--- config.mk ---
export PLATFORM = sky130hd
export DESIGN_NAME = xsg_ram
export DESIGN_NICKNAME = d
export VERILOG_FILES = /design/src/hw/rtl/assert_macros.svh /design/src/hw/rtl/xsg_pkg.sv /design/src/hw/rtl/xsg_ram.sv
export SDC_FILE = /design/constraint.sdc
export NUM_CORES = 1
export LEC_CHECK = 0
export BUFFER_PORTS_ARGS = -buffer_cell sky130_fd_sc_hd__buf_2
export CAP_MARGIN = 10
export CORE_ASPECT_RATIO = 0.8
export CORE_UTILIZATION = 31
export DETAILED_ROUTE_END_ITERATION = 8
export GPL_ROUTABILITY_DRIVEN = 0
export HOLD_SLACK_MARGIN = 0.02
export PLACE_DENSITY = 0.48
export RECOVER_POWER = 25
export SETUP_SLACK_MARGIN = 0.2
export SKIP_LAST_GASP = 1
export SLEW_MARGIN = 20
export SYNTH_ARGS = -nofsm -noshare
export SYNTH_HDL_FRONTEND = slang
export SYNTH_SLANG_ARGS = --single-unit
--- constraint.sdc ---
create_clock -name aclk -period 6.5 [get_ports aclk]
set_clock_uncertainty 0.1 [all_clocks]
set_input_delay 0 -clock aclk [delete_from_list [all_inputs] [get_ports aclk]]
set_output_delay 0 -clock aclk [all_outputs]
set_load 0.01 [all_outputs]
--- src/hw/rtl/assert_macros.svh ---
// Assertion macros shared by the RTL; empty when SYNTH is defined.
`ifndef ASSERT_MACROS_SVH
`define ASSERT_MACROS_SVH
`ifndef SYNTH
`define XSG_ASSERT(lbl, clk, rst_n, prop, msg) \
    lbl: assert property (@(posedge clk) disable iff (!rst_n) prop) else $error(msg);
`define XSG_NEVER(lbl, clk, rst_n, cond, msg) \
    lbl: assert property (@(posedge clk) disable iff (!rst_n) !(cond)) else $error(msg);
`else
`define XSG_ASSERT(lbl, clk, rst_n, prop, msg)
`define XSG_NEVER(lbl, clk, rst_n, cond, msg)
`endif
`endif

--- src/hw/rtl/xsg_pkg.sv ---
// Shared constants and codes of the xorshift1024* gaussian generator.
package xsg_pkg;
    localparam int STATE_WORDS = 16;
    localparam int PTR_W = $clog2(STATE_WORDS);
    localparam int DEVIATE_FRACTION_BITS = 27;
    localparam int TRY_LIMIT = 64;
    localparam int TRY_W = $clog2(TRY_LIMIT);
    localparam logic [31:0] SCR_LO = 32'h5497FDB5;
    localparam logic [31:0] SCR_HI = 32'h106689D4;
    localparam logic [31:0] LN2_Q28 = 32'h0B17217F;
    localparam logic [1:0] OP_LOAD = 2'd0;
    localparam logic [1:0] OP_UNIFORM = 2'd1;
    localparam logic [1:0] OP_GAUSS = 2'd2;
    localparam logic [1:0] OP_UNUSED = 2'd3;
endpackage

--- src/hw/rtl/xsg_ram.sv ---
// Generic single-write, single-read RAM with registered read data.
module xsg_ram #(
    parameter int WIDTH = 64,
    parameter int DEPTH = xsg_pkg::STATE_WORDS
) (
    input  logic                     aclk,
    input  logic                     we,
    input  logic [$clog2(DEPTH)-1:0] waddr,
    input  logic [WIDTH-1:0]         wdata,
    input  logic [$clog2(DEPTH)-1:0] raddr,
    output logic [WIDTH-1:0]         rdata
);
    logic [WIDTH-1:0] mem [DEPTH];

    always_ff @(posedge aclk) begin
        if (we) begin
            mem[waddr] <= wdata;
        end
        rdata <= mem[raddr];
    end
endmodule

==> metrics <==
status=finished, final reports clean; sequential area share after synthesis=0.8092; TritonCTS clock tree=yes; Max Slew Vio Count=0; number of cells on the worst reg-to-reg path=4; actual slew at the worst max-slew pin=1.088 ns; drc violations=0; Final Setup Violations=0; worst ir drop on vdd=0.2095 mV; unique cell type count in the Yosys netlist=18; clk slew on worst S/H paths=0.06 ns; worst hold margin=0.05351 ns; Syn Inst Count=1647; Slew headroom=0.2728; Hold Fails Final Rpt=0; Syn-to-layout area delta=17.75%; # Post-CTS Setup Buffers=0; flop and latch count out of synthesis=1088; H-tree depth=3; vias in the first global route=19340; startpoint types=input pin; initial DRC count=1239; overflow left after global routing=0; Worst Hold Depth=4; drt first pass iters=5; later-pin clock latency in the skew report=0.68 ns; vias per cell=4.888; die height=321.6 µm; Max Freq=350.7 MHz; largest net degree at the start of global routing=101; post-DP HPWL=47400 µm; vias post-DR=17920; Port Buffers=137; CTS Buf Count=110; row cnt=116; DR WL/cell=24.81 µm; first-pass GRT wire length=134100 µm; cell area after synthesis=39580 µm²; unrepaired setup endpoints after global routing=no; worst flop-to-flop path endpoint=rdata[36]; Starting Density=0.3146; worst hold-check path type=in2reg; Worst Hold Launch=raddr[1]; setup_tns=0 ns; diode count=0; Post-CTS Hold Fix Bufs=74; share of layout cells above drive strength 1=0.2842; gr usage total=0.1416; I/O pin count=138; critical path type=in2reg; Critical Path RT=6.69 ns; Core Area=125800 µm²; DIE WIDTH=401.5 µm; maximum fanout along the worst path=51; Leak=14.71 nW; nets@finish=1994; clock sink total=1088; Yosys warning count=0; hold endpoint=rdata[7]; reg2reg start=mem[10][36]; power density over the cells=318.3 nW/µm²; Root Buffer=clkbuf_16; Die Area=129100 µm²; clock tree buffer depth=3; arrival time at the worst endpoint=3.04 ns; crit path capture type=flip-flop; post-cts gate resize count=0; syn avg cell area=24.03 µm²; min cycle time layout=2.851 ns; Worst R2R Setup Slack=4.62 ns; final WL=90940 µm; initial antenna violation count=7; # Max-Cap Violations=0; final worst-path cycle share=0.4387; Syn Nets=1721; Routed Antenna Nets=0
-- synthesized netlist by cell type (all sizes together) --
library cell | instances | share of area
a22oi | 128 | 0.024
and2 | 1 | 0.00016
buf | 48 | 0.0080
clkbuf | 36 | 0.0034
dfxtp | 64 | 0.032
edfxtp | 1024 | 0.78
mux4 | 256 | 0.15
nand2 | 65 | 0.0062
nand2b | 2 | 0.00032
nand3 | 1 | 0.00013
nand3b | 2 | 0.00038
nor2 | 13 | 0.0012
nor2b | 2 | 0.00032
nor3 | 4 | 0.00051
or3b | 1 | 0.00022
-- routing by layer --
layer | global-route usage | up-vias | share of wire
li1 | - | 7613 | -
met2 | 0.2269 | 417 | 0.47
met1 | 0.2007 | 9747 | 0.46
met4 | 0.03218 | 10 | 0.019
met3 | 0.02552 | 128 | 0.045
met5 | 0 | - | 0.00068
-- worst max path at each step --
| stage | start | end | cells past startpoint |
|---|---|---|---|
| after floorplan | waddr[2] | mem[0][0] | 2 |
| after global placement | waddr[2] | mem[2][20] | 4 |
| after detailed placement | waddr[2] | mem[1][12] | 4 |
| after CTS | waddr[3] | mem[4][6] | 7 |
| after global routing | waddr[3] | mem[4][6] | 7 |
| final | waddr[3] | mem[4][6] | 7 |
-- kinds of logic after synthesis --
family | share of synthesized area
flip-flops | 0.8092
multiplexers | 0.1457
AO/OA/AOI/OAI | 0.02428
AND/OR/NAND/NOR | 0.009420
buffers and inverters | 0.01141
-- worst max-delay path, stage by stage --
cell	delay [ns]
dlygate4sd3_1	0.53
buf_2	0.14
nand3b_1	0.40
nor3_2	0.20
dlygate4sd3_1	0.57
buf_4	0.29
buf_4	0.83
-- cell usage in the layout, fill, tap and decap left out, drive strengths merged --
cell type	n
a22oi	128
and2	1
buf	133
bufinv	8
clkbuf	192
clkinv	37
clkinvlp	2
dfxtp	64
dlygate4sd3	73
edfxtp	1024
inv	5
mux4	256
nand2	65
nand2b	2
nand3	1
nand3b	2
nor2	13
nor2b	2
nor3	4
or3b	1
-- power breakdown --
part | total [mW] | switching (mW) | internal [mW]
Sequential | 7.90 | 0.0587 | 7.85
Combinational | 0.723 | 0.427 | 0.297
Clock | 6.21 | 2.59 | 3.61
Total | 14.8 | 3.08 | 11.8
-- layout make-up --
class,instances,area [µm²]
fillers,11340,79230
clock inverters,52,471.7
clock buffers,153,3078
well taps,1652,2067
multi-input cells,475,7234
flip-flops and latches,1088,32030
repair buffers,245,1725
-- registers in the layout, indices dropped and copies added (netlist names) --
signal  count
rdata      64
mem      1024
-- through the flow --
stage / setup slack [ns] / cells / util / total power, mW / area, µm²
after global routing: 3.542 / 3665 / 0.3704 / 15.33 / 46610
after floorplan: 0.9712 / 1647 / - / 8.429 / 39580
after detailed placement: 3.568 / 3386 / 0.3366 / 8.762 / 42360
after CTS: 3.639 / 3665 / 0.3708 / 15.04 / 46660
final: 3.649 / 3665 / 0.3704 / 14.83 / 46610
after global placement: 3.632 / 3386 / 0.3366 / 8.743 / 42360
Power figures use the tool's default switching activity.
